[src/ccc_pkg.sv]
package ccc_pkg;

  localparam int CoordW = 32;
  localparam int RadW = 30;
  localparam int DepthW = 31;
  localparam int NormW = 18;
  localparam int SqW = 64;
  localparam int DistW = 32;
  localparam int FracBits = 16;

  typedef struct packed {
    logic        valid;
    logic        hit;
    logic        zero;
    logic        sx;
    logic        sy;
    logic [31:0] ax;
    logic [31:0] ay;
    logic [29:0] ra;
    logic [30:0] rsum;
    logic [31:0] mx;
    logic [31:0] my;
  } ccc_item_t;

  typedef struct packed {
    logic [63:0] rem;
    logic [31:0] root;
  } ccc_sqrt_t;

  typedef struct packed {
    logic [48:0] rem;
    logic [32:0] quo;
  } ccc_div_t;

endpackage

[src/ccc_sqrt_cell.sv]
module ccc_sqrt_cell
  import ccc_pkg::*;
#(
  parameter int Step = 0
) (
  input  logic      clk,
  input  ccc_sqrt_t in_s,
  output ccc_sqrt_t out_s
);

  localparam int Sh = 2 * (31 - Step);
  localparam int Sr = 31 - Step;

  logic [63:0] trial;
  logic [63:0] cand;
  ccc_sqrt_t   out_nxt;

  always_comb begin
    trial = {32'd0, in_s.root} << Sr;
    cand = (trial << 1) | (64'd1 << Sh);
    out_nxt = in_s;
    if (in_s.rem >= cand) begin
      out_nxt.rem = in_s.rem - cand;
      out_nxt.root = in_s.root | (32'd1 << (31 - Step));
    end
  end

  always_ff @(posedge clk) begin
    out_s <= out_nxt;
  end

endmodule

[config.mk]
export PLATFORM = sky130hd
export DESIGN_NAME = ccc_sqrt_cell
export DESIGN_NICKNAME = d
export VERILOG_FILES = /design/src/ccc_pkg.sv /design/src/ccc_sqrt_cell.sv
export SDC_FILE = /design/constraint.sdc
export NUM_CORES = 1
export LEC_CHECK = 0
export BUFFER_PORTS_ARGS = -buffer_cell sky130_fd_sc_hd__buf_2
export CORE_MARGIN = 4
export CORE_UTILIZATION = 47
export CTS_CLUSTER_SIZE = 24
export DETAILED_ROUTE_END_ITERATION = 16
export GPL_ROUTABILITY_DRIVEN = 0
export GPL_TIMING_DRIVEN = 0
export PLACE_DENSITY_LB_ADDON = 0.15
export SLEW_MARGIN = 20
export SYNTH_ARGS = -nofsm -noshare
export SYNTH_HDL_FRONTEND = slang
export SYNTH_SLANG_ARGS = --single-unit
export TNS_END_PERCENT = 30
[constraint.sdc]
create_clock -name clk -period 4.7 [get_ports clk]
set_input_delay 1.175 -clock clk [delete_from_list [all_inputs] [get_ports clk]]
set_output_delay 1.175 -clock clk [all_outputs]
set_load 0.02 [all_outputs]
=== Word-level counts from Yosys, hierarchy flattened ===
Index checks and enable logic that the tools add are counted.

* Flip-flop bits (word level): 96
* Input port bits: 97
* Output and inout bits: 96
* Word-level logic and storage cells: 6

* $add $sub $neg: 1
* $lt $le $gt $ge: 1
* Multiplexer cells: 1

{| class="wikitable"
|+ Operators by type and width
! kind !! number
|-
| $mux 96 || 1
|-
| $ge 64x64->1 || 1
|-
| $sub 64x64->64 || 1
|}

=== Logic depth before layout (Yosys ltp) ===
Gate-level depths: netlist of run 1.

* Depth in word-level cells: 2
* Gate-level depth with buffers: 13
* Depth with buffers taken out: 12

=== Worst setup path before layout of run 1 ===
OpenSTA, ideal clock, no wires.

* Path kind: input to register
* Start: input in_s[64] (netlist name)
* End: register out_s[72] (netlist name)
* Setup time: 0.121 ns
* Arrival time: 3.684 ns
* Required time: 4.579 ns
* Setup slack: 0.895 ns
* Cell stages on the path: 12
* Path buffers: 1
* Cells stage by stage: inv_1 > ha_1 > fa_1 > nand2b_1 > a21oi_1 > o2111ai_1 > nand2_1 > a31oi_2 > o21a_2 > a211oi_4 > buf_6 > mux2_2

{| class="wikitable"
|+ RTL lines
! item !! line !! text
|-
| from (decl) || ccc_sqrt_cell.sv:7 || <nowiki>input ccc_sqrt_t in_s,</nowiki>
|-
| to (signal assigned) || ccc_sqrt_cell.sv:29 || <nowiki>out_s <= out_nxt;</nowiki>
|-
| to (decl) || ccc_sqrt_cell.sv:8 || <nowiki>output ccc_sqrt_t out_s</nowiki>
|}

==> impl_metrics.json, run 1 <==
{
  "io_buffers": 192,
  "dpl.cell_count": 721,
  "post_cts_resized": 0,
  "largest_reg_flops": 96,
  "rsz0062_at_grt": "false",
  "vias_per_cell": 5.02,
  "drt-pass1-iter-count": 4,
  "n_antenna_cell": 0,
  "synth.distinct_cells": 52,
  "max_cap_violations": 0,
  "cp-start-kind": "input pin",
  "critical_path_class": "in2reg",
  "top_regs": "out_s (96)",
  "antenna_left": 0,
  "layout-drive-gt1-share_pct": 40.4,
  "netlist_top_cells_area": "dfxtp_1 46%, ha_1 9.2%, mux2_2 7.2%, xnor2_1 4.4%, a21oi_1 4.0%",
  "wl_um": 10200,
  "antenna_found_initial": 0,
  "grt_max_degree": 19,
  "post-place-ws_ns": 0.258,
  "synth_fp_nets": 550,
  "crit_path_end_kind": "flip-flop",
  "grt_pass1_vias": 3538,
  "post-route-period-util_pct": 85.6,
  "status": "completed",
  "drt_iter0_drc": 143,
  "power.density_mw_per_mm2": 355,
  "top_register": "out_s",
  "synth-edff-count": 0,
  "synth_warnings": 0,
  "synth_top_cell_area_share_pct": 45.5,
  "cts.sinks": 96,
  "final.min_clock_period_ns": 4.02,
  "p_total_mw": 1.96,
  "max-clock-path-buffers": 2,
  "dieArea_mm2": 0.0106,
  "nets": 753,
  "crit_arrival_ns": 4.27,
  "syn_area_mm2": 0.00422,
  "final_common_cell": "buf_2",
  "fin_util_pct": 63.2,
  "layout_common_cells": "195 x buf_2, 96 x dfxtp_1, 44 x inv_1",
  "timing.final.ws_setup_ns": 0.678,
  "synth_area_per_cell_um2": 10.0,
  "post-dp-hpwl_um": 8370,
  "n_fill_cell": 792,
  "worst_slew_pin_slew_ns": 0.586,
  "grt_overflow": 0,
  "hold_class": "in2reg",
  "cts_tree": "built",
  "synthCells": 421,
  "cts_hold_buf": 0,
  "start_util_pct": 48.4,
  "ys_seq_elements": 96,
  "die_y_um": 103,
  "fin_tns_setup_ns": 0,
  "grt_pass1_wl_um": 15900,
  "layout.cells.non_filler": 737,
  "drc_errors": 0,
  "synth_top_area_cell": "dfxtp_1",
  "p_leak_nw": 2.72,
  "cts.htree.levels": 3,
  "synth_ff_type": "dfxtp_1",
  "cts_buffers": 9,
  "crit_fanout": 10,
  "die_w_um": 103,
  "setup_viol": 0,
  "areaGrowthSynthToFinish_pct": 30.6,
  "hold_viol": 0,
  "synthArstFlopShare_pct": 0,
  "vdd_ir_drop_max_mv": 0.180,
  "yosysSeqAreaShare_pct": 45.5,
  "core_area_mm2": 0.00872,
  "slew_headroom_pct": 60.6,
  "rows": 34,
  "clkTransAtPathRegs_ns": 0.10,
  "clock.fmax_mhz": 249,
  "ioPinCount": 193,
  "vias": 3703,
  "grt_use_total_pct": 19.0,
  "wl_per_cell_um": 13.9,
  "slew_violations": 0,
  "required_ns": 4.94,
  "cts_setup_buffers": 0,
  "cts_root_buf": "clkbuf_8"
}
==> path summary, 6_finish.rpt <==
kind | start | endpoint | slack, ns | depth (start not counted)
worst max-delay path | in_s[0] | out_s[81] | 0.68 | 12
worst min-delay path | in_s[54] | out_s[54] | 0.92 | 1
==> cell families after synthesis <==
group	synth area share, %
and+or+nand+nor	11.3
AOI/OAI and AO/OA	14.7
adders and majority gates	9.66
buffers and inverters	5.33
DFF	45.5
xor gates and xnor gates	6.01
muxes	7.56
==> critical path, stage by stage <==
cell and delay [ns]:
buf_2 0.11, ha_1 0.22, fa_1 0.41, nand2b_1 0.18, a21oi_1 0.22, o2111ai_1 0.19
nand2_1 0.15, a31oi_2 0.17, o21a_2 0.31, a211oi_4 0.54, buf_6 0.24, mux2_2 0.34
==> metal layers <==
layer | vias up | wire length [um] | global-route usage [%]
li1 | 1876 | - | -
met1 | 1663 | 4230 | 24.1
met2 | 142 | 4860 | 31.6
met3 | 22 | 899 | 4.40
met4 | 0 | 227 | 7.37
met5 | - | 0 | 0
==> stage by stage <==
stage	hold WS [ns]	area [um^2]
floorplan	1.20	4220
global placement	1.28	5320
detailed placement	1.28	5320
CTS	0.899	5510
global route	0.897	5510
finish	0.921	5510
==> layout make-up <==
| cell class | instances | area [um^2] | area share [%] |
|---|---|---|---|
| Multi-Input combinational cell | 272 | 2080 | 37.6 |
| Sequential cell | 96 | 1920 | 34.9 |
| Timing Repair Buffer | 192 | 961 | 17.4 |
| Inverter | 44 | 165 | 3.00 |
| Clock buffer | 10 | 138 | 2.50 |
| Tap cell | 108 | 135 | 2.45 |
| Buffer | 9 | 60.1 | 1.09 |
| Clock inverter | 6 | 57.6 | 1.04 |
==> where the power goes <==
| part | total [mW] | switching (mW) | leakage, nW | internal [mW] |
|---|---|---|---|---|
| registers | 0.894 | 0.0135 | 0.810 | 0.880 |
| clock network | 0.534 | 0.313 | 0.102 | 0.221 |
| logic | 0.528 | 0.306 | 1.81 | 0.222 |
| total | 1.96 | 0.632 | 2.72 | 1.32 |
==> cells in the mapped netlist, types with 7 or more instances <==
| library cell | number |
|---|---|
| ha_1 | 31 |
| xor2_1 | 8 |
| inv_1 | 44 |
| nor2_1 | 22 |
| nand4_1 | 7 |
| nor4_1 | 10 |
| xnor2_1 | 21 |
| nand2_1 | 22 |
| dfxtp_1 | 96 |
| nand2b_1 | 8 |
| mux2_2 | 27 |
| a21oi_1 | 34 |
| o21ai_0 | 13 |
No activity file was read; power rests on OpenSTA's default activity.
==> inputs of run 2 (changes only) <==
BUFFER_PORTS_ARGS = unset   (was -buffer_cell sky130_fd_sc_hd__buf_2)
CORE_UTILIZATION = 60   (was 47)
DONT_BUFFER_PORTS = 1   (was unset)
==> run 2 against run 1 <==
  * Maximum frequency rose by 3.0%
  * Sequential share of layout area rose by 7.3 points
  * Critical path depth did not move
  * Cell area fell by 17%
  * Global-route usage rose by 2.7 points
  * Power fell by 3.3%
  * Utilization rose by 3.5 points
  * First-iteration DRC count fell by 20%
  * Routed wire length fell by 8.0%
  * Sequential cell count did not move
  * Worst hold slack got worse by 0.096 ns
  * Clock-buffer cell count fell by 1
  * Largest power group unchanged
==> impl_metrics.json, run 2 (synthesis gave the netlist of run 1 again) <==
{
  "p_seq_share_pct": 52.6,
  "grt_pass1_vias": 2964,
  "drt-pass1-iter-count": 4,
  "wl_per_cell_um": 17.6,
  "clock.fmax_mhz": 256,
  "cts.sinks": 96,
  "p_leak_nw": 1.98,
  "grt_overflow": 0,
  "slew_headroom_pct": 60.0,
  "setup_viol": 0,
  "layout-drive-gt1-share_pct": 14.2,
  "drc_errors": 0,
  "max-clock-path-buffers": 2,
  "layout_common_cells": "96 x dfxtp_1, 44 x inv_1, 34 x a21oi_1",
  "crit_fanout": 10,
  "die_y_um": 91.9,
  "required_ns": 4.95,
  "power_switching_mw": 0.597,
  "n_antenna_cell": 0,
  "grt_max_degree": 20,
  "intPower_mw": 1.30,
  "top_regs": "out_s (96)",
  "clkTransAtPathRegs_ns": 0.11,
  "top_register": "out_s",
  "p_clk_share_pct": 30.2,
  "ioPinCount": 193,
  "fin_tns_setup_ns": 0,
  "post-route-period-util_pct": 83.1,
  "antenna_left": 0,
  "final_common_cell": "dfxtp_1",
  "core_area_mm2": 0.00683,
  "vdd_ir_drop_max_mv": 0.201,
  "drt_iter0_drc": 114,
  "nets": 561,
  "dieArea_mm2": 0.00844,
  "cts_root_buf": "clkbuf_8",
  "cp-start-kind": "input pin",
  "switching_share_pct": 31.6,
  "comb_power_share_pct": 17.2,
  "grt_pass1_wl_um": 14600,
  "power.density_mw_per_mm2": 415,
  "slew_violations": 0,
  "slowest_delay_ns": 0.55,
  "stdcell_area_mm2": 0.00456,
  "status": "completed",
  "areaGrowthSynthToFinish_pct": 8.03,
  "cts_tree": "built",
  "post_cts_resized": 0,
  "die_w_um": 91.9,
  "vias_per_cell": 5.74,
  "cts_setup_buffers": 0,
  "cts_hold_buf": 0,
  "worst_slew_pin_slew_ns": 0.598,
  "largest_reg_flops": 96,
  "place_area_mm2": 0.00434,
  "wl_um": 9390,
  "cts_buffers": 9,
  "final.min_clock_period_ns": 3.90,
  "max_cap_violations": 0,
  "hold_class": "in2reg",
  "path_cells": "inv_1 -> ha_1 -> fa_1 -> nand2b_1 -> a21oi_1 -> o2111ai_1 -> nand2_1 -> a31oi_2 -> o21a_2 -> a211oi_4 -> buf_6 -> mux2_2",
  "crit_arrival_ns": 4.16,
  "hold_viol": 0,
  "post-dp-hpwl_um": 7570,
  "grt_use_total_pct": 21.8,
  "cts.htree.levels": 3,
  "antenna_found_initial": 0,
  "rows": 30,
  "io_buffers": 0,
  "critical_path_class": "in2reg",
  "start_util_pct": 61.8,
  "crit_path_end_kind": "flip-flop",
  "crit_slowest_cell": "a211oi_4",
  "rsz0062_at_grt": "false",
  "vias": 3062
}
run 2: critical path, delay by kind of cell:
family                   cells  cell delay, ns
buffers and inverters        2            0.27
multiplexers                 1            0.35
AO/OA/AOI/OAI                5            1.40
AND/OR/NAND/NOR              2            0.33
adder cells (fa/ha/maj)      2            0.62
run 2: worst paths after layout:
| kind | to | startpoint | depth (start not counted) | slack, ns |
|---|---|---|---|---|
| max | out_s[88] | in_s[64] | 12 | 0.80 |
| min | out_s[35] | in_s[35] | 0 | 0.82 |
run 2: final cells by class:
cell class,count,area [um^2]
Inverter,44,165
Tap cell,96,120
Multi-Input combinational cell,272,2080
Clock buffer,9,124
Fill cell,571,2270
Clock inverter,7,95.1
Sequential cell,96,1920
Buffer,9,60.1
run 2: through the flow:
stage          hold slack, ns  cells  util (%)  power [mW]  worst slack, ns
3_3_place_gp             1.20    517      63.6        1.33            0.413
3_5_place_dp             1.20    517      63.6        1.34            0.371
2_1_floorplan            1.20    421         -        1.27            0.895
5_1_grt                 0.795    533      66.8        1.99            0.607
4_1_cts                 0.810    533      66.8        1.91            0.753
6_report                0.824    533      66.8        1.89            0.795
run 2: power by group through the flow:
stage | combinational [mW] | clock (mW) | sequential, mW
floorplan | 0.268 | 0 | 1.00
global placement | 0.316 | 0 | 1.01
detailed placement | 0.322 | 0 | 1.02
CTS | 0.325 | 0.588 | 0.997
global route | 0.363 | 0.624 | 1.00
finish | 0.326 | 0.572 | 0.995
run 2: per-layer routing:
layer	up-vias	wire length [um]	track usage (%)	part of all wire, %
met4	0	180	10.0	1.9
met1	1416	3560	24.8	38
met3	14	927	7.79	9.9
li1	1483	-	-	-
met5	-	0	0	0
met2	149	4730	36.4	50
