## src/ccc_pkg.sv

```systemverilog
package ccc_pkg;

  localparam int CoordW = 32;
  localparam int RadW = 30;
  localparam int DepthW = 31;
  localparam int NormW = 18;
  localparam int SqW = 64;
  localparam int DistW = 32;
  localparam int FracBits = 16;

  typedef struct packed {
    logic        valid;
    logic        hit;
    logic        zero;
    logic        sx;
    logic        sy;
    logic [31:0] ax;
    logic [31:0] ay;
    logic [29:0] ra;
    logic [30:0] rsum;
    logic [31:0] mx;
    logic [31:0] my;
  } ccc_item_t;

  typedef struct packed {
    logic [63:0] rem;
    logic [31:0] root;
  } ccc_sqrt_t;

  typedef struct packed {
    logic [48:0] rem;
    logic [32:0] quo;
  } ccc_div_t;

endpackage

```

## src/ccc_div_cell.sv

```systemverilog
module ccc_div_cell
  import ccc_pkg::*;
#(
  parameter int Step = 0
) (
  input  logic        clk,
  input  logic [31:0] divisor,
  input  ccc_div_t    in_s,
  output ccc_div_t    out_s
);

  localparam int Sh = 32 - Step;

  logic [81:0] cand;
  ccc_div_t    out_nxt;

  always_comb begin
    cand = {50'd0, divisor} << Sh;
    out_nxt = in_s;
    if ({33'd0, in_s.rem} >= cand) begin
      out_nxt.rem = in_s.rem - cand[48:0];
      out_nxt.quo = in_s.quo | (33'd1 << Sh);
    end
  end

  always_ff @(posedge clk) begin
    out_s <= out_nxt;
  end

endmodule

```

## config.mk

```make
export PLATFORM = sky130hd
export DESIGN_NAME = ccc_div_cell
export DESIGN_NICKNAME = d
export VERILOG_FILES = /design/src/ccc_pkg.sv /design/src/ccc_div_cell.sv
export SDC_FILE = /design/constraint.sdc
export NUM_CORES = 1
export LEC_CHECK = 0
export BUFFER_PORTS_ARGS = -buffer_cell sky130_fd_sc_hd__buf_2
export CAP_MARGIN = 20
export CELL_PAD_IN_SITES_DETAIL_PLACEMENT = 0
export CELL_PAD_IN_SITES_GLOBAL_PLACEMENT = 1
export CORE_MARGIN = 5
export CORE_UTILIZATION = 32
export DETAILED_ROUTE_END_ITERATION = 12
export GPL_ROUTABILITY_DRIVEN = 1
export HOLD_SLACK_MARGIN = 0.03
export PLACE_DENSITY = 0.85
export SYNTH_ARGS = -nofsm -noshare
export SYNTH_HDL_FRONTEND = slang
export SYNTH_SLANG_ARGS = --single-unit
```

## constraint.sdc

```tcl
create_clock -name clk -period 7.5 [get_ports clk]
set_clock_uncertainty 0.05 [all_clocks]
set_input_delay 1.5 -clock clk [delete_from_list [all_inputs] [get_ports clk]]
set_output_delay 1.5 -clock clk [all_outputs]
set_load 0.005 [all_outputs]
```

Yosys cells after proc, flatten, opt, wreduce, memory -nomap -nowiden
Cells that the tools add are included.
{"block": "word_totals", "output_inout_bits": 82, "register_bits": 82, "word_cells": 6}
{"block": "classes", "magnitude_cmp": 1, "mux": 1, "n_addsub": 1}
{"operator": "two-way mux 82 bit", "n": 1}
{"operator": ">= comparator 49 x 64 -> 1 bit", "n": 1}
{"operator": "subtractor 49 bit", "n": 1}

Longest topological paths before layout
Gate-level depths: netlist of run 1.
{"block": "depth", "ltp_word": 2, "ltp_mapped": 10}

Least setup slack after synthesis of run 1
Ideal clock, no wire load.
{"block": "synth_timing", "path_kind": "in2reg", "start": "input in_s[65] (netlist bit)", "end": "register out_s[74] (netlist bit)", "setup_slack_ns": 3.825, "cell_stages": 10, "t_arrival_ns": 3.504, "path_cell_list": "inv_1 ha_1 fa_1 nand2b_1 a21oi_4 o21ai_2 o311ai_4 a31oi_4 buf_6 mux2_4"}
{"item": "from (decl)", "line_no": "ccc_div_cell.sv:8", "rtl": "input ccc_div_t in_s,"}
{"item": "to (signal assigned)", "line_no": "ccc_div_cell.sv:27", "rtl": "out_s <= out_nxt;"}
{"item": "to (decl)", "line_no": "ccc_div_cell.sv:9", "rtl": "output ccc_div_t out_s"}

==> summary.txt, run 1 <==
Run status
  • Outcome: finished, final reports clean

Synth
  • Gate count after technology mapping: ~260
  • Net count after synthesis: about 400
  • Unique masters post-synth: slightly above 50
  • Proportion of register bits with asynchronous set or reset after synthesis: 0%
  • Mean post-synth cell area: ~12 sq um
  • Adder and majority cell fraction of the synthesized area: 7.71%
  • Synth Flop Type: sky130_fd_sc_hd__dfxtp_1
  • Number of storage elements in the synthesis netlist: 82
  • Top cells by area in the synthesized netlist: sky130_fd_sc_hd__dfxtp_1 54%, sky130_fd_sc_hd__ha_1 7.1%, sky130_fd_sc_hd__mux2_2 3.0%, sky130_fd_sc_hd__mux2_4 3.0%, sky130_fd_sc_hd__inv_1 2.7%
  • Multiplexer fraction of the synthesized cell area: 6.97%
  • Cell area after synthesis: around 0.003 sq mm
  • YS warnings: 0
  • Share of the synthesized area in the top cell type: 54.4%
  • Post-synth EDFFs: 0
  • Dominant combinational cell family by area after synthesis: compound AO/OA/AOI/OAI gates
  • Top cells by instance count after synthesis: 82 x sky130_fd_sc_hd__dfxtp_1, 22 x sky130_fd_sc_hd__inv_1, 17 x sky130_fd_sc_hd__ha_1, 13 x sky130_fd_sc_hd__a21oi_1
  • Area share of xor/xnor cells in the synthesized design: roughly 2.9%
  • Sequential cell area fraction in the yosys report: 54.4%
  • Cell taking the most area after synthesis: sky130_fd_sc_hd__dfxtp_1
  • Simple-gate share of the synthesized area: between 10% and 20%
  • Synth Area in Compound Gates: about 13%
  • Most numerous cell in the Yosys netlist: sky130_fd_sc_hd__dfxtp_1

Drt
  • Vias after detailed routing: 2,690
  • Total DRC errors in the routed layout: 0
  • Number of antenna-violating nets in the routed design: 0
  • Wirelength, routed: 9660 um
  • Initial DRC count: 83
  • Number of vias per cell: around 4.6
  • Per-cell routed wire length: roughly 17 um
  • Number of detailed-route iterations in the first pass: 4

Clock tree
  • Post-cts resize count: 0
  • Hold-fix buffers at CTS: 0
  • Clock Pin Slew Worst Setup and Hold Paths: 90 ps
  • Level count of the clock H-tree: 3
  • Root cell of the clock tree: sky130_fd_sc_hd__clkbuf_8
  • Post-CTS setup buffer count: 0
  • Clock tree from TritonCTS: yes
  • CTS Buffer Depth: 2
  • Number of CTS-inserted buffers: 9
  • CTS Sinks: 82

STA
  • Period utilisation layout: roughly half
  • Fin. max-slew vios: 0
  • Count of final hold-check violations: 0
  • Highest clock frequency the design can meet: between 0.2 and 0.3 GHz
  • Post-route setup TNS: 0 ps
  • Transition at the pin with the smallest max-transition slack: approximately 750 ps
  • Total setup violations reported at the end of the flow: 0
  • Minimum clock period: between 3000 and 4000 ps
  • Worst-case headroom to the max-slew limit: between 50% and 60%
  • Unrepaired setup endpoints after global routing: false

GRT
  • Busiest layer in global routing: met2
  • Wire length of the first global-routing pass: between 10,000 and 15,000 um
  • Initial antenna violation count: 2
  • Met1 Usage GRT: 16.8%
  • Largest net degree at the start of global routing: 18
  • Via count of the first global-routing pass: between 2,000 and 3,000
  • Residual overflow from global routing: 0
  • Met3 Use GR: under 10%
  • Met2 Resource Use GR: 31.3%
  • Total GRT Usage: between 10% and 20%

Cells and area
  • Signed area change from the synthesized netlist to the final layout: 44.5%
  • Final core area utilization: 47.4%
  • Max reg flops: just over 80
  • Total inserted antenna cells: 0
  • Register with the most flip-flops: out_s
  • Ratio of cells with drive above 1 in the final layout: 50.0%
  • Biggest regs: out_s x82
  • Total number of nets in the final design: around 600

Hold path
  • Hold/Removal Path Class: input pin to flip-flop

Place
  • Number of input and output port buffers inserted: just under 200
  • Final HPWL from detailed placement: 8090 um
  • Final Wtd Congestion: around 0.77

Floorplan
  • Die span in y: around 110 um
  • Initial Util: approximately 33%
  • Boundary Pins: between 150 and 200
  • Core Rows: 35
  • DIE AREA: ~0.011 sq mm
  • Core Box Area: slightly above 0.009 sq mm
  • Die outline width: 107 um

Power and ir drop
  • Static leakage: around 2.3 nW
  • Peak supply drop: between 0.08 and 0.09 mV
  • Pwr dens: 233 mW/mm^2

Run
  • Max_cap viols: 0

Worst setup path
  • Worst stage delay on the critical path: just over 400 ps
  • CP startpoint kind: input pin
  • Worst setup EP type: flip-flop
  • CP Cell Sequence: buf_2 -> inv_1 -> ha_1 -> fa_1 -> nand2b_1 -> a21oi_4 -> o21ai_2 -> o311ai_4 -> a31oi_4 -> mux2_4
  • Endpoint arrival time on the critical path: between 3000 and 4000 ps
  • CP Data Required Time: 7690 ps
  • Slowest cell on the critical path: sky130_fd_sc_hd__fa_1
  • Critical Setup Path Class: input pin to flip-flop
  • Peak fanout along the critical path: 17
routing by layer:
metal  vias up  share of wire, %
met5         -              0.34
met4         4              0.80
li1       1340                 -
met1      1226                37
met2       110                53
met3        10               8.6
per-stage QoR:
step | instances | hold WS, ps | instance area [sq um] | setup WS (ps) | power (mW)
floorplan | 262 | 1480 | 3020 | 3820 | 0.555
global placement | 565 | 1550 | 4110 | 3550 | 0.627
detailed placement | 565 | 1550 | 4110 | 3460 | 0.629
CTS | 581 | 1180 | 4360 | 3840 | 1.03
global route | 581 | 1160 | 4360 | 3720 | 1.07
finish | 581 | 1200 | 4360 | 3850 | 1.01
power breakdown:
| part | internal, mW | switching, mW |
|---|---|---|
| Clock | 0.227 | 0.169 |
| Combinational | 0.0774 | 0.0779 |
| Sequential | 0.458 | 0.00482 |
| Total | 0.763 | 0.251 |
kinds of logic after synthesis:
family                   after synthesis
flip-flops                            82
AND/OR/NAND/NOR                       60
AO/OA/AOI/OAI                         49
buffers and inverters                 26
adder cells (fa/ha/maj)               18
multiplexers                          17
XOR/XNOR                              10
worst max-delay path, delay by kind of cell:
kind | cells | cell delay, ps
buffers and inverters | 2 | 130
AND/OR/NAND/NOR | 1 | 220
adder cells (fa/ha/maj) | 2 | 620
multiplexers | 1 | 400
AO/OA/AOI/OAI | 4 | 960
path summary, 6_finish.rpt:
kind | depth (start not counted) | startpoint | endpoint
setup / recovery | 10 | in_s[65] | out_s[80]
hold / removal | 1 | in_s[23] | out_s[23]
cell usage in the layout, fill, tap and decap left out, types with 4 or more instances in the layout:
cell	Yosys	final
sky130_fd_sc_hd__buf_2	2	196
sky130_fd_sc_hd__dfxtp_1	82	82
sky130_fd_sc_hd__inv_1	22	22
sky130_fd_sc_hd__ha_1	17	17
sky130_fd_sc_hd__a21oi_1	13	13
sky130_fd_sc_hd__nor2_1	10	10
sky130_fd_sc_hd__nor4_1	10	10
sky130_fd_sc_hd__clkbuf_8	0	9
sky130_fd_sc_hd__nand2_1	8	8
sky130_fd_sc_hd__mux2_2	8	8
sky130_fd_sc_hd__o21ai_0	7	7
sky130_fd_sc_hd__a21o_1	6	6
sky130_fd_sc_hd__and3_1	6	6
sky130_fd_sc_hd__mux2_4	6	6
sky130_fd_sc_hd__xnor2_1	6	6
sky130_fd_sc_hd__nand2b_1	4	4
sky130_fd_sc_hd__nand4_1	4	4
sky130_fd_sc_hd__xor2_1	4	4
layout make-up:
type,count,area [sq um]
Inverter,22,82.6
Multi-Input combinational cell,154,1260
Timing Repair Buffer,196,981
Tap cell,111,139
Fill cell,884,4840
Clock buffer,9,124
Sequential cell,82,1640
Clock inverter,7,128
(Power assumes the default switching activity.)
==> run 2: changes to the inputs <==
--- a/config.mk
+++ b/config.mk
@@ -10,11 +10,11 @@
 export CELL_PAD_IN_SITES_DETAIL_PLACEMENT = 0
 export CELL_PAD_IN_SITES_GLOBAL_PLACEMENT = 1
 export CORE_MARGIN = 5
-export CORE_UTILIZATION = 32
+export CORE_UTILIZATION = 27
 export DETAILED_ROUTE_END_ITERATION = 12
 export GPL_ROUTABILITY_DRIVEN = 1
 export HOLD_SLACK_MARGIN = 0.03
-export PLACE_DENSITY = 0.85
+export PLACE_DENSITY = 0.77
 export SYNTH_ARGS = -nofsm -noshare
 export SYNTH_HDL_FRONTEND = slang
 export SYNTH_SLANG_ARGS = --single-unit
==> constraint.sdc (replaced) <==
create_clock -name clk -period 3.3 [get_ports clk]
set_clock_uncertainty 0.05 [all_clocks]
set_input_delay 0.66 -clock clk [delete_from_list [all_inputs] [get_ports clk]]
set_output_delay 0.66 -clock clk [all_outputs]
set_load 0.005 [all_outputs]
==> summary.txt, run 2 (synthesized netlist as in run 1, its figures left out) <==
Drt
  • Number of vias per cell: 4.36
  • Vias after detailed routing: around 2,700
  • Total DRC errors in the routed layout: 0
  • Per-cell routed wire length: approximately 15 um
  • Number of detailed-route iterations in the first pass: 4
  • Number of antenna-violating nets in the routed design: 0
  • Initial DRC count: approximately 110
  • Wirelength, routed: about 9400 um

GRT
  • Total GRT Usage: between 10% and 20%
  • Via count of the first global-routing pass: approximately 2,700
  • Wire length of the first global-routing pass: approximately 14,000 um
  • Largest net degree at the start of global routing: 18
  • Initial antenna violation count: 0
  • Residual overflow from global routing: 0

Place
  • Final Wtd Congestion: 0.851
  • Final HPWL from detailed placement: around 7900 um
  • Post-placement setup slack: around 120 ps
  • Post-DP Area: roughly 0.0042 sq mm
  • Number of input and output port buffers inserted: approximately 200
  • Post-placement cell count: between 600 and 700

Worst setup path
  • Critical Setup Path Class: input pin to flip-flop
  • WP buf/inv: 2
  • Peak fanout along the critical path: 17
  • Endpoint arrival time on the critical path: between 2000 and 3000 ps
  • CP startpoint kind: input pin
  • Worst setup EP type: flip-flop
  • CP Cell Sequence: buf_2 -> inv_1 -> ha_1 -> a21oi_1 -> a21bo_2 -> o21ai_2 -> o311ai_4 -> a31oi_4 -> mux2_2
  • Dominant delay contributor by cell family on the critical path: compound AO/OA/AOI/OAI gates
  • Worst stage delay on the critical path: 650 ps
  • Slowest cell on the critical path: sky130_fd_sc_hd__a31oi_4
  • CP Data Required Time: ~3500 ps

STA
  • Highest clock frequency the design can meet: about 0.37 GHz
  • Minimum clock period: about 2700 ps
  • Final worst slack: ~570 ps
  • Count of final hold-check violations: 0
  • Post-route setup TNS: 0 ps
  • Fin. max-slew vios: 0
  • Worst-case headroom to the max-slew limit: between 50% and 60%
  • Period utilisation layout: roughly 83%
  • Unrepaired setup endpoints after global routing: false
  • Worst-case hold slack: about 360 ps
  • Transition at the pin with the smallest max-transition slack: 732 ps
  • Total setup violations reported at the end of the flow: 0

Power and ir drop
  • Peak supply drop: ~0.21 mV
  • Static leakage: between 2 and 2.5 nW
  • Overall Power: 2.16 mW
  • Pwr dens: about 500 mW/mm^2

Floorplan
  • Core Rows: 38
  • DIE AREA: ~0.013 sq mm
  • Initial Util: 27.7%
  • Core Box Area: between 0.01 and 0.015 sq mm
  • Die span in y: between 100 and 150 um
  • Boundary Pins: 197
  • Die outline width: approximately 120 um

Clock tree
  • Root cell of the clock tree: sky130_fd_sc_hd__clkbuf_8
  • Hold-fix buffers at CTS: 0
  • Clock Pin Slew Worst Setup and Hold Paths: approximately 90 ps
  • Number of CTS-inserted buffers: 9
  • CTS Sinks: 82
  • CTS Buffer Depth: 2
  • Level count of the clock H-tree: 3
  • Post-CTS setup buffer count: 0
  • Post-cts resize count: 0
  • Clock tree from TritonCTS: yes

Cells and area
  • Finished Cell Area: 0.00441 sq mm
  • Final non-filler cell total: 618
  • Register with the most flip-flops: out_s
  • Final core area utilization: 40.5%
  • Most common cell after layout, fill and taps aside: sky130_fd_sc_hd__buf_2
  • Biggest regs: out_s x82
  • Total inserted antenna cells: 0
  • Fillcell total: approximately 1,100
  • Max reg flops: 82
  • Total number of nets in the final design: 606
  • Ratio of cells with drive above 1 in the final layout: 50.6%
  • Most used cells in the layout excluding fill and tap cells: 196 x sky130_fd_sc_hd__buf_2, 82 x sky130_fd_sc_hd__dfxtp_1, 22 x sky130_fd_sc_hd__inv_1
  • Signed area change from the synthesized netlist to the final layout: 46.1%

Run status
  • Outcome: finished, final reports clean

Hold path
  • Hold/Removal Path Class: input pin to flip-flop

Run
  • Max_cap viols: 0
## run 2: cell types whose count changed in the layout (fill, tap and decap cells not counted)
cell	before	now
sky130_fd_sc_hd__inv_8	1	0
sky130_fd_sc_hd__clkbuf_8	9	10
sky130_fd_sc_hd__clkinvlp_4	0	2
sky130_fd_sc_hd__clkbuf_1	0	1
sky130_fd_sc_hd__inv_6	3	1
sky130_fd_sc_hd__bufinv_16	3	1
sky130_fd_sc_hd__clkinv_4	0	1
sky130_fd_sc_hd__buf_4	0	8
## run 2: area by class of cell
class | instances | area (sq um) | share of cell area (%)
sequential | 82 | 1640 | 37.2
multi-input combinational | 154 | 1260 | 28.7
timing repair buffer | 204 | 1040 | 23.6
tap | 140 | 175 | 3.97
clock buffer | 11 | 141 | 3.21
inverter | 22 | 82.6 | 1.87
clock inverter | 5 | 62.6 | 1.42
## run 2: path summary, 6_finish.rpt
check	depth (start not counted)	to	slack, ps	from
max	9	out_s[73]	570	divisor[7]
min	1	out_s[19]	360	in_s[19]
## run 2: report_power, final
group | internal [mW] | switching, mW | leakage, nW
logic | 0.184 | 0.179 | 1.50
registers | 1.04 | 0.0111 | 0.692
clock network | 0.375 | 0.368 | 0.0962
## run 2: layer usage
layer	track usage, %	vias to the layer above	wire length (um)
met5	0	-	0
met4	5.41	0	198
met3	4.44	13	943
met2	21.6	131	4350
met1	15.7	1188	3930
li1	-	1361	-
==> run 3: changes to the inputs <==
--- a/config.mk
+++ b/config.mk
@@ -10,11 +10,11 @@
 export CELL_PAD_IN_SITES_DETAIL_PLACEMENT = 0
 export CELL_PAD_IN_SITES_GLOBAL_PLACEMENT = 1
 export CORE_MARGIN = 5
-export CORE_UTILIZATION = 27
+export CORE_UTILIZATION = 30
 export DETAILED_ROUTE_END_ITERATION = 12
 export GPL_ROUTABILITY_DRIVEN = 1
 export HOLD_SLACK_MARGIN = 0.03
-export PLACE_DENSITY = 0.77
+export PLACE_DENSITY = 0.81
 export SYNTH_ARGS = -nofsm -noshare
 export SYNTH_HDL_FRONTEND = slang
 export SYNTH_SLANG_ARGS = --single-unit
==> constraint.sdc (replaced) <==
create_clock -name clk -period 2.75 [get_ports clk]
set_clock_uncertainty 0.05 [all_clocks]
set_input_delay 0.55 -clock clk [delete_from_list [all_inputs] [get_ports clk]]
set_output_delay 0.55 -clock clk [all_outputs]
set_load 0.005 [all_outputs]
==> summary.txt, run 3 (synthesized netlist as in run 1, its figures left out) <==
Floorplan
  • Initial Util: 30.9%
  • DIE AREA: 0.0122 sq mm
  • Core Rows: 36
  • Core Box Area: between 0.009 and 0.01 sq mm
  • Die span in y: 110 um
  • Die outline width: about 110 um
  • Boundary Pins: 197

Place
  • Post-placement cell count: 597
  • Final Wtd Congestion: 0.832
  • Number of input and output port buffers inserted: between 150 and 200
  • Post-placement setup slack: -68.0 ps
  • Post-DP Area: ~0.0042 sq mm
  • Final HPWL from detailed placement: approximately 8300 um

Worst setup path
  • CP Cell Sequence: buf_2 -> inv_1 -> ha_1 -> fa_1 -> nand2b_1 -> a21oi_4 -> o21ai_2 -> o311ai_4 -> a31oi_4 -> buf_12 -> mux2_4
  • Endpoint arrival time on the critical path: roughly 2600 ps
  • CP Data Required Time: ~3000 ps
  • Peak fanout along the critical path: 16
  • Worst setup EP type: flip-flop
  • CP startpoint kind: input pin
  • Worst stage delay on the critical path: ~400 ps
  • Critical Setup Path Class: input pin to flip-flop
  • Slowest cell on the critical path: sky130_fd_sc_hd__fa_1

Power and ir drop
  • Peak supply drop: about 0.21 mV
  • Static leakage: roughly 2.3 nW
  • Overall Power: about 2.5 mW
  • Pwr dens: ~570 mW/mm^2

STA
  • Count of final hold-check violations: 0
  • Highest clock frequency the design can meet: roughly 0.41 GHz
  • Worst-case headroom to the max-slew limit: between 60% and 70%
  • Final worst slack: between 300 and 400 ps
  • Minimum clock period: 2440 ps
  • Post-route setup TNS: 0 ps
  • Period utilisation layout: approximately nine tenths
  • Unrepaired setup endpoints after global routing: false
  • Transition at the pin with the smallest max-transition slack: around 550 ps
  • Total setup violations reported at the end of the flow: 0
  • Worst-case hold slack: 245 ps
  • Fin. max-slew vios: 0

Drt
  • Vias after detailed routing: 2,733
  • Initial DRC count: 90
  • Number of vias per cell: 4.46
  • Total DRC errors in the routed layout: 0
  • Number of detailed-route iterations in the first pass: 4
  • Number of antenna-violating nets in the routed design: 0
  • Per-cell routed wire length: ~16 um
  • Wirelength, routed: approximately 10000 um

Cells and area
  • Register Area: approximately 0.0016 sq mm
  • Footprint of the multi-input gates: approximately 0.0013 sq mm
  • Signed area change from the synthesized netlist to the final layout: 46.2%
  • Final core area utilization: a little under half
  • Biggest regs: out_s x82
  • Total inserted antenna cells: 0
  • Most common cell after layout, fill and taps aside: sky130_fd_sc_hd__buf_2
  • Most used cells in the layout excluding fill and tap cells: 196 x sky130_fd_sc_hd__buf_2, 82 x sky130_fd_sc_hd__dfxtp_1, 22 x sky130_fd_sc_hd__inv_1
  • Fillcell total: 943
  • Max reg flops: 82
  • Ratio of cells with drive above 1 in the final layout: around half
  • Final non-filler cell total: approximately 600
  • Register with the most flip-flops: out_s
  • Total number of nets in the final design: ~610
  • Finished Cell Area: roughly 0.0044 sq mm

GRT
  • Residual overflow from global routing: 0
  • Via count of the first global-routing pass: 2,796
  • Largest net degree at the start of global routing: 17
  • Total GRT Usage: approximately 15%
  • Wire length of the first global-routing pass: around 14,000 um
  • Initial antenna violation count: 0

Clock tree
  • Level count of the clock H-tree: 3
  • CTS Sinks: slightly above 80
  • CTS Buffer Depth: 2
  • Post-CTS setup buffer count: 0
  • Number of CTS-inserted buffers: 9
  • Root cell of the clock tree: sky130_fd_sc_hd__clkbuf_8
  • Clock Pin Slew Worst Setup and Hold Paths: ~90 ps
  • Clock tree from TritonCTS: yes
  • Post-cts resize count: 0
  • Hold-fix buffers at CTS: 0

Run
  • Max_cap viols: 0

Hold path
  • Hold/Removal Path Class: input pin to flip-flop

Run status
  • Outcome: finished, final reports clean
-- run 3: cell types whose count changed in the layout (fill, tap and decap cells not counted), sizes merged --
cell and delta:
buf +2, clkinv +2, bufinv -1, clkbuf -1
clkinvlp -1, inv +1
-- run 3: layer usage --
metal / vias to the layer above / global-route usage [%] / share of wire (%)
met3: 16 / 5.18 / 10
li1: 1363 / - / -
met4: 0 / 5.36 / 1.7
met5: - / 0 / 0
met1: 1229 / 16.6 / 38
met2: 125 / 28.1 / 50
-- run 3: final timing paths --
| kind | start | to | slack (ps) | cells past startpoint |
|---|---|---|---|---|
| hold / removal | in_s[30] | out_s[30] | 240 | 1 |
| setup / recovery | in_s[65] | out_s[78] | 310 | 11 |
-- run 3: critical path: cells and delay by family --
kind,cells,cell delay [ps]
compound gates,4,670
mux,1,290
simple gates,1,210
buf+inv,3,300
fa+ha+maj,2,610
-- run 3: power breakdown --
part,internal (mW),leakage (nW),total (mW),switching (mW)
clock,0.364,0.0948,0.821,0.458
combinational,0.224,1.51,0.441,0.217
sequential,1.25,0.692,1.26,0.0137
total,1.84,2.30,2.53,0.689
-- run 3: cell type report --
class	count	area share (%)
Sequential cell	82	37.2
Multi-Input combinational cell	154	28.7
Timing Repair Buffer	206	24.2
Tap cell	133	3.77
Clock buffer	10	3.12
Inverter	22	1.87
Clock inverter	6	1.13
